[src/rtl/tts_pkg.sv]
// shared types, constants and mode table for the temperature trend slope block
package tts_pkg;

  localparam int SUM_W   = 17;   // rounded group sum, covers the widest sample setting
  localparam int CNT_W   = 5;
  localparam int PER_W   = 10;
  localparam int MODE_W  = 4;
  localparam int DEN_W   = 48;
  localparam int QNUM_W  = 32;
  localparam int SLOPE_W = 16;

  localparam logic [MODE_W-1:0] MODE_RESET = 4'd8;
  localparam logic [MODE_W-1:0] MODE_LAST  = 4'd9;

  localparam int SLOPE_LIMIT   = 35790;
  localparam int MS_PER_MINUTE = 60000;

  typedef struct packed {
    logic [SUM_W-1:0] num;     // group sum plus half the count
    logic [CNT_W-1:0] cnt;     // samples in the group
    logic [CNT_W-1:0] navg;    // averaging count of the mode
    logic [PER_W-1:0] period;  // sample period of the mode, ms
  } tts_job_t;

  function automatic logic [CNT_W-1:0] mode_avg(input logic [MODE_W-1:0] mode);
    logic [CNT_W-1:0] n;
    unique case (mode)
      4'd0, 4'd1: n = 5'd4;
      4'd2:       n = 5'd9;
      4'd3:       n = 5'd14;
      default:    n = 5'd16;
    endcase
    return n;
  endfunction

  function automatic logic [PER_W-1:0] mode_period(input logic [MODE_W-1:0] mode);
    logic [PER_W-1:0] p;
    unique case (mode)
      4'd0, 4'd1: p = 10'd234;
      4'd2:       p = 10'd208;
      4'd3:       p = 10'd200;
      4'd4:       p = 10'd234;
      4'd5:       p = 10'd292;
      4'd6:       p = 10'd351;
      4'd7:       p = 10'd410;
      4'd8:       p = 10'd468;
      default:    p = 10'd527;
    endcase
    return p;
  endfunction

endpackage

[src/rtl/tts_div.sv]
// restoring divider, one quotient bit per cycle
module tts_div #(
  parameter int NUM_W = 32,
  parameter int DIV_W = 48
) (
  input  logic             clk,
  input  logic             rst,
  input  logic             start,
  input  logic [NUM_W-1:0] num,
  input  logic [DIV_W-1:0] den,
  output logic             done,
  output logic [NUM_W-1:0] quo
);

  localparam int CW = $clog2(NUM_W + 1);

  logic [DIV_W-1:0] rem;
  logic [DIV_W-1:0] den_r;
  logic [CW-1:0]    cnt;
  logic             busy;
  logic [DIV_W:0]   trial;
  logic             fits;

  assign trial = {rem, quo[NUM_W-1]};
  assign fits  = trial >= {1'b0, den_r};

  always_ff @(posedge clk) begin
    if (rst) begin
      busy <= 1'b0;
      done <= 1'b0;
      cnt  <= '0;
    end else begin
      done <= 1'b0;
      if (start) begin
        busy  <= 1'b1;
        cnt   <= CW'(NUM_W);
        rem   <= '0;
        quo   <= num;
        den_r <= den;
      end else if (busy) begin
        rem <= fits ? DIV_W'(trial - {1'b0, den_r}) : trial[DIV_W-1:0];
        quo <= {quo[NUM_W-2:0], fits};
        cnt <= cnt - 1'b1;
        if (cnt == CW'(1)) begin
          busy <= 1'b0;
          done <= 1'b1;
        end
      end
    end
  end

endmodule

[src/rtl/tts_front.sv]
// sample accumulation and group completion
module tts_front #(
  parameter int SAMPLE_BITS = 10
) (
  input  logic                           clk,
  input  logic                           rst,
  input  logic                           in_valid,
  output logic                           in_stall,
  input  logic [SAMPLE_BITS-1:0]         temperature_sample,
  input  logic [tts_pkg::MODE_W-1:0]     mode,
  input  logic                           q_full,
  output logic                           q_push,
  output tts_pkg::tts_job_t              q_data
);

  logic [tts_pkg::SUM_W-1:0] group_sum;
  logic [tts_pkg::CNT_W-1:0] group_count;
  logic [tts_pkg::SUM_W-1:0] sum_next;
  logic [tts_pkg::CNT_W-1:0] count_next;
  logic [tts_pkg::CNT_W-1:0] navg;
  logic                      accept;
  logic                      complete;

  assign in_stall   = q_full;
  assign accept     = in_valid && !q_full;
  assign navg       = tts_pkg::mode_avg(mode);
  assign sum_next   = group_sum + tts_pkg::SUM_W'(temperature_sample);
  assign count_next = group_count + 1'b1;
  assign complete   = count_next >= navg;
  assign q_push     = accept && complete;

  always_comb begin
    q_data.num    = sum_next + tts_pkg::SUM_W'(count_next >> 1);
    q_data.cnt    = count_next;
    q_data.navg   = navg;
    q_data.period = tts_pkg::mode_period(mode);
  end

  always_ff @(posedge clk) begin
    if (rst) begin
      group_sum   <= '0;
      group_count <= '0;
    end else if (accept) begin
      group_sum   <= complete ? '0 : sum_next;
      group_count <= complete ? '0 : count_next;
    end
  end

endmodule

[src/rtl/tts_fifo.sv]
// two-entry job queue between front and back
module tts_fifo (
  input  logic              clk,
  input  logic              rst,
  input  logic              push,
  input  tts_pkg::tts_job_t push_data,
  output logic              full,
  input  logic              pop,
  output logic              empty,
  output tts_pkg::tts_job_t head
);

  tts_pkg::tts_job_t slots [2];
  logic       wp;
  logic       rp;
  logic [1:0] fill;

  assign full  = fill == 2'd2;
  assign empty = fill == 2'd0;
  assign head  = slots[rp];

  always_ff @(posedge clk) begin
    if (push) begin
      slots[wp] <= push_data;
    end
  end

  always_ff @(posedge clk) begin
    if (rst) begin
      wp   <= 1'b0;
      rp   <= 1'b0;
      fill <= '0;
    end else begin
      if (push) wp <= ~wp;
      if (pop)  rp <= ~rp;
      fill <= fill + {1'b0, push} - {1'b0, pop};
    end
  end

endmodule

[src/rtl/tts_back.sv]
// group averaging, history update, least-squares sweep, scaling and slope division
module tts_back #(
  parameter int HISTORY_DEPTH = 64,
  parameter int SAMPLE_BITS   = 10
) (
  input  logic                          clk,
  input  logic                          rst,
  input  logic                          q_empty,
  input  tts_pkg::tts_job_t             q_head,
  output logic                          q_pop,
  output logic                          out_valid,
  input  logic                          out_stall,
  output logic [tts_pkg::SLOPE_W-1:0]   slope
);

  localparam int IDXW = $clog2(HISTORY_DEPTH);
  localparam int TOTW = SAMPLE_BITS + IDXW;
  localparam int T1W  = SAMPLE_BITS + 2 * IDXW;
  localparam int WAW  = SAMPLE_BITS + 3 * IDXW;
  localparam int DW   = tts_pkg::DEN_W;
  localparam int NW   = tts_pkg::QNUM_W;
  localparam logic [IDXW-1:0] LAST = IDXW'(HISTORY_DEPTH - 1);
  localparam logic [WAW-1:0] S1 = WAW'(HISTORY_DEPTH * (HISTORY_DEPTH - 1) / 2);
  localparam logic [DW-1:0] KW = DW'(48'(HISTORY_DEPTH) * 48'(HISTORY_DEPTH)
                                    * (48'(HISTORY_DEPTH) * 48'(HISTORY_DEPTH) - 48'd1)
                                    / 48'd12);

  localparam logic [3:0] S_IDLE   = 4'd0;
  localparam logic [3:0] S_AVG    = 4'd1;
  localparam logic [3:0] S_FILL   = 4'd2;
  localparam logic [3:0] S_OLD    = 4'd3;
  localparam logic [3:0] S_SWEEP  = 4'd4;
  localparam logic [3:0] S_DRAIN  = 4'd5;
  localparam logic [3:0] S_PROD   = 4'd6;
  localparam logic [3:0] S_DIFF   = 4'd7;
  localparam logic [3:0] S_HALVE  = 4'd8;
  localparam logic [3:0] S_SCALE  = 4'd9;
  localparam logic [3:0] S_QSTART = 4'd10;
  localparam logic [3:0] S_QWAIT  = 4'd11;
  localparam logic [3:0] S_OUT    = 4'd12;

  logic [3:0]             state;
  tts_pkg::tts_job_t      job;
  logic [SAMPLE_BITS-1:0] mem [HISTORY_DEPTH];
  logic [IDXW-1:0]        rd_addr;
  logic [SAMPLE_BITS-1:0] rd_data;
  logic                   wr_en;
  logic [IDXW-1:0]        wr_addr;
  logic [IDXW-1:0]        ptr;
  logic [IDXW-1:0]        oldest;
  logic [IDXW-1:0]        oldest_inc;
  logic                   primed;
  logic [TOTW-1:0]        total;
  logic [SAMPLE_BITS-1:0] avg;
  logic [IDXW-1:0]        ra;
  logic [IDXW-1:0]        rx;
  logic [IDXW-1:0]        px;
  logic                   pvalid;
  logic [T1W-1:0]         t1;
  logic [WAW-1:0]         term_a;
  logic [WAW-1:0]         term_b;
  logic [WAW-1:0]         mag;
  logic                   neg;
  logic [DW-1:0]          w;
  logic [DW-1:0]          den;
  logic [NW-1:0]          qnum;
  logic [tts_pkg::SLOPE_W-1:0] res;
  logic [tts_pkg::SLOPE_W-1:0] sat;
  logic                   div_start;
  logic [NW-1:0]          div_num;
  logic [DW-1:0]          div_den;
  logic                   div_done;
  logic [NW-1:0]          div_quo;
  logic                   out_free;

  assign oldest_inc = (oldest == LAST) ? '0 : oldest + 1'b1;
  assign out_free   = !out_valid || !out_stall;
  assign q_pop      = (state == S_IDLE) && !q_empty;

  always_comb begin
    div_start = 1'b0;
    div_num   = NW'(q_head.num);
    div_den   = DW'(q_head.cnt);
    if (state == S_IDLE) begin
      div_start = !q_empty;
    end else if (state == S_QSTART) begin
      div_start = den != '0;
      div_num   = qnum;
      div_den   = den;
    end
  end

  always_comb begin
    rd_addr = ra;
    if (state == S_AVG) rd_addr = oldest;
    wr_en   = (state == S_FILL) || (state == S_OLD);
    wr_addr = (state == S_FILL) ? ptr : oldest;
  end

  // truncated magnitude quotient, sign restored, clamped to 16 bits
  always_comb begin
    if (!neg) begin
      sat = (div_quo > NW'(32767)) ? 16'h7fff : div_quo[15:0];
    end else begin
      sat = (div_quo > NW'(32768)) ? 16'h8000 : 16'(~div_quo[15:0] + 16'd1);
    end
  end

  tts_div #(.NUM_W(NW), .DIV_W(DW)) u_div (
    .clk   (clk),
    .rst   (rst),
    .start (div_start),
    .num   (div_num),
    .den   (div_den),
    .done  (div_done),
    .quo   (div_quo)
  );

  always_ff @(posedge clk) begin
    if (wr_en) begin
      mem[wr_addr] <= avg;
    end
    rd_data <= mem[rd_addr];
  end

  always_ff @(posedge clk) begin
    if (pvalid) begin
      t1 <= t1 + T1W'(px) * T1W'(rd_data);
    end
    unique case (state)
      S_IDLE: begin
        if (!q_empty) job <= q_head;
      end
      S_AVG: begin
        if (div_done) begin
          avg <= div_quo[SAMPLE_BITS-1:0];
          ptr <= '0;
          if (!primed) total <= '0;
        end
      end
      S_FILL: begin
        total <= total + TOTW'(avg);
        ptr   <= ptr + 1'b1;
        ra    <= '0;
        rx    <= '0;
        t1    <= '0;
      end
      S_OLD: begin
        total <= total - TOTW'(rd_data) + TOTW'(avg);
        ra    <= oldest_inc;
        rx    <= '0;
        t1    <= '0;
      end
      S_SWEEP: begin
        ra <= (ra == LAST) ? '0 : ra + 1'b1;
        rx <= rx + 1'b1;
        px <= rx;
      end
      S_PROD: begin
        term_a <= WAW'(t1) * WAW'(HISTORY_DEPTH);
        term_b <= WAW'(total) * S1;
        w      <= KW * DW'(job.period);
      end
      S_DIFF: begin
        neg <= term_b > term_a;
        mag <= (term_b > term_a) ? term_b - term_a : term_a - term_b;
      end
      S_HALVE: begin
        if (mag > WAW'(tts_pkg::SLOPE_LIMIT)) begin
          mag <= mag >> 1;
          w   <= w >> 1;
        end
      end
      S_SCALE: begin
        den  <= w * DW'(job.navg);
        qnum <= NW'(mag[15:0]) * NW'(tts_pkg::MS_PER_MINUTE);
      end
      S_QSTART: begin
        res <= '0;
      end
      S_QWAIT: begin
        if (div_done) res <= sat;
      end
      default: begin
      end
    endcase
  end

  always_ff @(posedge clk) begin
    if (rst) begin
      state     <= S_IDLE;
      primed    <= 1'b0;
      oldest    <= '0;
      pvalid    <= 1'b0;
      out_valid <= 1'b0;
    end else begin
      if (state == S_OUT && out_free) begin
        out_valid <= 1'b1;
      end else if (!out_stall) begin
        out_valid <= 1'b0;
      end
      unique case (state)
        S_IDLE: begin
          if (!q_empty) state <= S_AVG;
        end
        S_AVG: begin
          if (div_done) state <= primed ? S_OLD : S_FILL;
        end
        S_FILL: begin
          if (ptr == LAST) begin
            primed <= 1'b1;
            oldest <= '0;
            state  <= S_SWEEP;
          end
        end
        S_OLD: begin
          oldest <= oldest_inc;
          state  <= S_SWEEP;
        end
        S_SWEEP: begin
          pvalid <= 1'b1;
          if (rx == LAST) state <= S_DRAIN;
        end
        S_DRAIN: begin
          pvalid <= 1'b0;
          state  <= S_PROD;
        end
        S_PROD:   state <= S_DIFF;
        S_DIFF:   state <= S_HALVE;
        S_HALVE: begin
          if (mag <= WAW'(tts_pkg::SLOPE_LIMIT)) state <= S_SCALE;
        end
        S_SCALE:  state <= S_QSTART;
        S_QSTART: state <= (den == '0) ? S_OUT : S_QWAIT;
        S_QWAIT: begin
          if (div_done) state <= S_OUT;
        end
        S_OUT: begin
          if (out_free) state <= S_IDLE;
        end
        default: state <= S_IDLE;
      endcase
    end
  end

  always_ff @(posedge clk) begin
    if (state == S_OUT && out_free) begin
      slope <= res;
    end
  end

endmodule

[src/rtl/temperature_trend_slope_core.sv]
// top level of the temperature trend slope block
//
//  channel  | handshake                 | payload
//  ---------+---------------------------+--------------------------------
//  input    | in_valid / in_stall       | temperature_sample
//  result   | out_valid / out_stall     | slope (signed)
//  config   | cfg_valid / cfg_ready     | rate_mode
//
// a sample is taken each cycle unless the two-word job queue is full
// a finished group passes the back end in order: pop, average division, history write,
//   sweep, drain and products, halvings and scaling, scale and start, slope division and
//   output; the first group writes its average into every history entry before the sweep
// reset is synchronous and clears the mode to 8 and empties all control state
// a stalled result holds the back end, the queue then fills and stalls the input
module temperature_trend_slope_core #(
  parameter int HISTORY_DEPTH = 64,
  parameter int SAMPLE_BITS   = 10
) (
  input  logic                              clk,
  input  logic                              rst,
  input  logic                              in_valid,
  output logic                              in_stall,
  input  logic [SAMPLE_BITS-1:0]            temperature_sample,
  output logic                              out_valid,
  input  logic                              out_stall,
  output logic [tts_pkg::SLOPE_W-1:0]       slope,
  input  logic                              cfg_valid,
  output logic                              cfg_ready,
  input  logic [tts_pkg::MODE_W-1:0]        rate_mode
);

  logic [tts_pkg::MODE_W-1:0] mode_sel;
  logic [tts_pkg::MODE_W-1:0] mode_eff;
  logic                       q_push;
  logic                       q_full;
  logic                       q_pop;
  logic                       q_empty;
  tts_pkg::tts_job_t          q_in;
  tts_pkg::tts_job_t          q_head;

  assign cfg_ready = 1'b1;
  // modes above the table behave as the last one
  assign mode_eff  = (mode_sel > tts_pkg::MODE_LAST) ? tts_pkg::MODE_LAST : mode_sel;

  always_ff @(posedge clk) begin
    if (rst) begin
      mode_sel <= tts_pkg::MODE_RESET;
    end else if (cfg_valid && cfg_ready) begin
      mode_sel <= rate_mode;
    end
  end

  tts_front #(.SAMPLE_BITS(SAMPLE_BITS)) u_front (
    .clk                (clk),
    .rst                (rst),
    .in_valid           (in_valid),
    .in_stall           (in_stall),
    .temperature_sample (temperature_sample),
    .mode               (mode_eff),
    .q_full             (q_full),
    .q_push             (q_push),
    .q_data             (q_in)
  );

  tts_fifo u_fifo (
    .clk       (clk),
    .rst       (rst),
    .push      (q_push),
    .push_data (q_in),
    .full      (q_full),
    .pop       (q_pop),
    .empty     (q_empty),
    .head      (q_head)
  );

  tts_back #(.HISTORY_DEPTH(HISTORY_DEPTH), .SAMPLE_BITS(SAMPLE_BITS)) u_back (
    .clk       (clk),
    .rst       (rst),
    .q_empty   (q_empty),
    .q_head    (q_head),
    .q_pop     (q_pop),
    .out_valid (out_valid),
    .out_stall (out_stall),
    .slope     (slope)
  );

endmodule
[config.mk]
export PLATFORM = sky130hd
export DESIGN_NAME = temperature_trend_slope_core
export DESIGN_NICKNAME = d
export VERILOG_FILES = /design/src/rtl/tts_pkg.sv /design/src/rtl/tts_div.sv /design/src/rtl/tts_front.sv /design/src/rtl/tts_fifo.sv /design/src/rtl/tts_back.sv /design/src/rtl/temperature_trend_slope_core.sv
export SDC_FILE = /design/constraint.sdc
export NUM_CORES = 2
export LEC_CHECK = 0
export ABC_AREA = 1
export BUFFER_PORTS_ARGS = -buffer_cell sky130_fd_sc_hd__buf_2
export CORE_UTILIZATION = 50
export DETAILED_ROUTE_END_ITERATION = 10
export HOLD_SLACK_MARGIN = 0.12
export MAX_ROUTING_LAYER = met4
export PLACE_DENSITY_LB_ADDON = 0.12
export SETUP_SLACK_MARGIN = 0.4
export SLEW_MARGIN = 20
export SYNTH_ARGS = -nofsm -noshare
export SYNTH_HDL_FRONTEND = slang
export SYNTH_SLANG_ARGS = --single-unit
export TNS_END_PERCENT = 10
[constraint.sdc]
create_clock -name clk -period 15.9 [get_ports clk]
set_input_delay 3.18 -clock clk [delete_from_list [all_inputs] [get_ports clk]]
set_output_delay 3.18 -clock clk [all_outputs]
set_load 0.05 [all_outputs]
==> results.md <==
* CTS buffer count at 134
* Seq cells post-synth at 1180
* Drt drc at 0
* Ys Warns at 0
* Port bufs at 36
* Vias in the first global route at 52758
* Clock Tree Root: clkbuf_16
* H-tree levels at 4
* Global-route wire length before repair at 301000 um
* Top_reg_cell synth: edfxtp_1
* Seq/Total Area, Yosys at between 40% and 50%
* Syn Std Cell Area at 73300 sq um
* Die height at 385 um
* Hold_ws at approximately 0.42 ns
* Hold Path Class: register to register
* GP Congestion at 0.945
* Status: finished, final reports clean
* Syn Area/Cell at approximately 9 sq um
* Setup CP Type: primary input to register
* I/O pins at 38
* Most common cell after layout, fill and taps aside: nand2_1
* Critical Path Source Type: primary input
* Post-route clock period utilization at 32.9%
* Post-CTS Hold Fix Bufs at 0
* WP data required at between 15 and 20 ns
* # resized after CTS at 0
* Hold Vio Cnt, Final at 0
* Clk buf depth at 3
* Highest Clock Rate at 0.191 GHz
* Cells after synthesis at 8353
* Clock Latency Late Sink at 0.78 ns
* Max-Cap Viols at 0
* Total core area at 146000 sq um
* CTS tree: yes
* Most frequent cells in the layout: nand2_1 (1995), inv_1 (1642), edfxtp_1 (1096)
* Gr usage total at 27.1%
* Rel. slew slack at 19.7%
* EDFF count, synth at 1096
* Antenna Violating Nets Remaining at 0
* First drt pass iteration count at 6
* Area delta synth->final at 9.12%
* Total clock sinks at 1180
* Worst Tran Pin Value at 1.20 ns
* Yosys top cell area share at between 40% and 50%
* Post-CTS setup buffer count at 0
* Ys async rst share at 0%
* Pin count of the biggest net entering global routing at 161
* Post-Route WL at just under 200000 um
* # fillers at ~13000
* Initial Utilization at 50.3%
* Synthesized Nets at 9033
* Final worst path period need at 5.24 ns
* Post-detail-place hpwl at roughly 130000 um
* Synth top area cells: edfxtp_1 (45%), nand2_1 (10%), inv_1 (8.4%)
* Critical path's top delay family: simple AND/OR/NAND/NOR gates
* Row count at 140
* Most frequent cell on the critical path: nand2_1
* Endpoints failing setup at 0
* Die width at 385 um
* CP max-delay cell: fa_1
* Post-synthesis cell type count at 53
* GRT overflow at 0
* Critical path data arrival time at 5.73 ns
* Clk_skew at between 0.03 and 0.04 ns
* Per-cell routed wire length at around 19 um
* CP endpoint kind: register
* Via count at between 50000 and 60000
* Antenna violations before repair at 5
* Synth area leader: edfxtp_1
* CP peak stage delay at just over 0.4 ns
* Fin nets at 9017
* CP Buf/Inv Count at 1
* Crit-path cells: buf_2 > ha_1 > fa_1 > xor2_1 > ha_1 > nand3_1 > nand2_1 > nand2_1 > nand2_1 > nand3_1 > nor2_1 > nand3_1 > nor2_1 > nand2_1 > nand2_1 > nand2_1
* Iter 0 DRT Violations at roughly 4400
* Setup TNS at 0 ns
* Final Max Slew Viols at 0
* DR vias/cell at between 5 and 6
* Share of cells above drive strength 1 at 4.37%
* Max FO, Critical Path at 4
* Worst-path clk slew at 0.06 ns
* RSZ-0062 raised after global routing: no
* Die area at 148000 sq um
cells in the mapped netlist (all sizes together) (2+ instances only):
| master | number |
|---|---|
| nor3b | 4 |
| buf | 112 |
| dfxtp | 84 |
| nor4 | 14 |
| o221ai | 2 |
| nand4 | 66 |
| nand3b | 11 |
| clkbuf | 137 |
| xor2 | 121 |
| ha | 387 |
| edfxtp | 1096 |
| nor3 | 55 |
| a21oi | 332 |
| inv | 1654 |
| o211ai | 14 |
| o311ai | 2 |
| a22o | 2 |
| nor2 | 577 |
| o21bai | 26 |
| o21a | 9 |
| and2 | 4 |
| a21o | 33 |
| xnor2 | 46 |
| or2 | 12 |
| o21ai | 313 |
| nand2 | 2003 |
| o22ai | 6 |
| a211oi | 5 |
| mux2i | 5 |
| fa | 274 |
| a31oi | 28 |
| a21boi | 10 |
| nand3 | 903 |
area by class of cell:
type	instances	area, sq um	area share (%)
flip-flops and latches	1180	34600	43.3
repair buffers	97	742	0.928
inverters	1655	6210	7.77
diodes	1	2.50	0.00313
well taps	1917	2400	3.00
clock inverters	71	777	0.972
multi-input cells	5269	31600	39.5
clock buffers	172	3660	4.58
cells by family after synthesis:
group / after synthesis / share of synthesized area [%]
flops: 1180 / 47.2
simple gates: 3651 / 20.8
mux: 5 / 0.0683
buf+inv: 1904 / 9.95
fa+ha+maj: 661 / 14.1
other cells: 1 / 0.00512
compound gates: 784 / 5.84
xor+xnor: 167 / 2.00
per-layer routing:
layer | global-route usage [%] | up-vias | wire length (um)
li1 | - | 26831 | -
met1 | 36.9 | 26383 | 87000
met2 | 41.9 | 1459 | 89600
met3 | 3.97 | 292 | 11800
met4 | 8.06 | 0 | 5100
met5 | - | - | 0
final timing paths:
kind | cells after the start | startpoint | slack [ns] | end
worst min-delay path | 0 | u_back.res[11]$_SDFFCE_PN0P_ | 0.42 | u_back.slope[11]$_DFFE_PP_
worst max register to register | 19 | u_back.mag[5]$_DFFE_PP_ | 10.80 | u_back.qnum[28]$_DFFE_PP_
worst min register to register | 0 | u_back.res[11]$_SDFFCE_PN0P_ | 0.42 | u_back.slope[11]$_DFFE_PP_
worst max-delay path | 16 | temperature_sample[0] | 10.66 | u_fifo.slots[1][35]$_DFFE_PP_
through the flow:
step / worst slack, ns / instance area [sq um] / util [%] / instances
after global routing: 10.44 / 79900 / 54.9 / 10362
after CTS: 10.71 / 79800 / 54.8 / 10355
after detailed placement: 9.89 / 75400 / 51.8 / 10112
after global placement: 9.89 / 75400 / 51.8 / 10112
final: 10.66 / 79900 / 54.9 / 10362
after floorplan: 9.94 / 73300 / - / 8353
registers in the layout, indices dropped and copies added, names as in the netlist, 27 cells and up, named ones only:
register	flops
u_back.mem	640
u_back.w	31
u_back.qnum	27
u_back.u_div.rem	48
u_back.den	37
u_back.u_div.quo	32
u_back.mag	28
u_fifo.slots	74
u_back.u_div.den_r	37
Power is left out: the tool's default activity adds up to more than one toggle a clock period on the data nets, which glitch-free logic cannot reach.
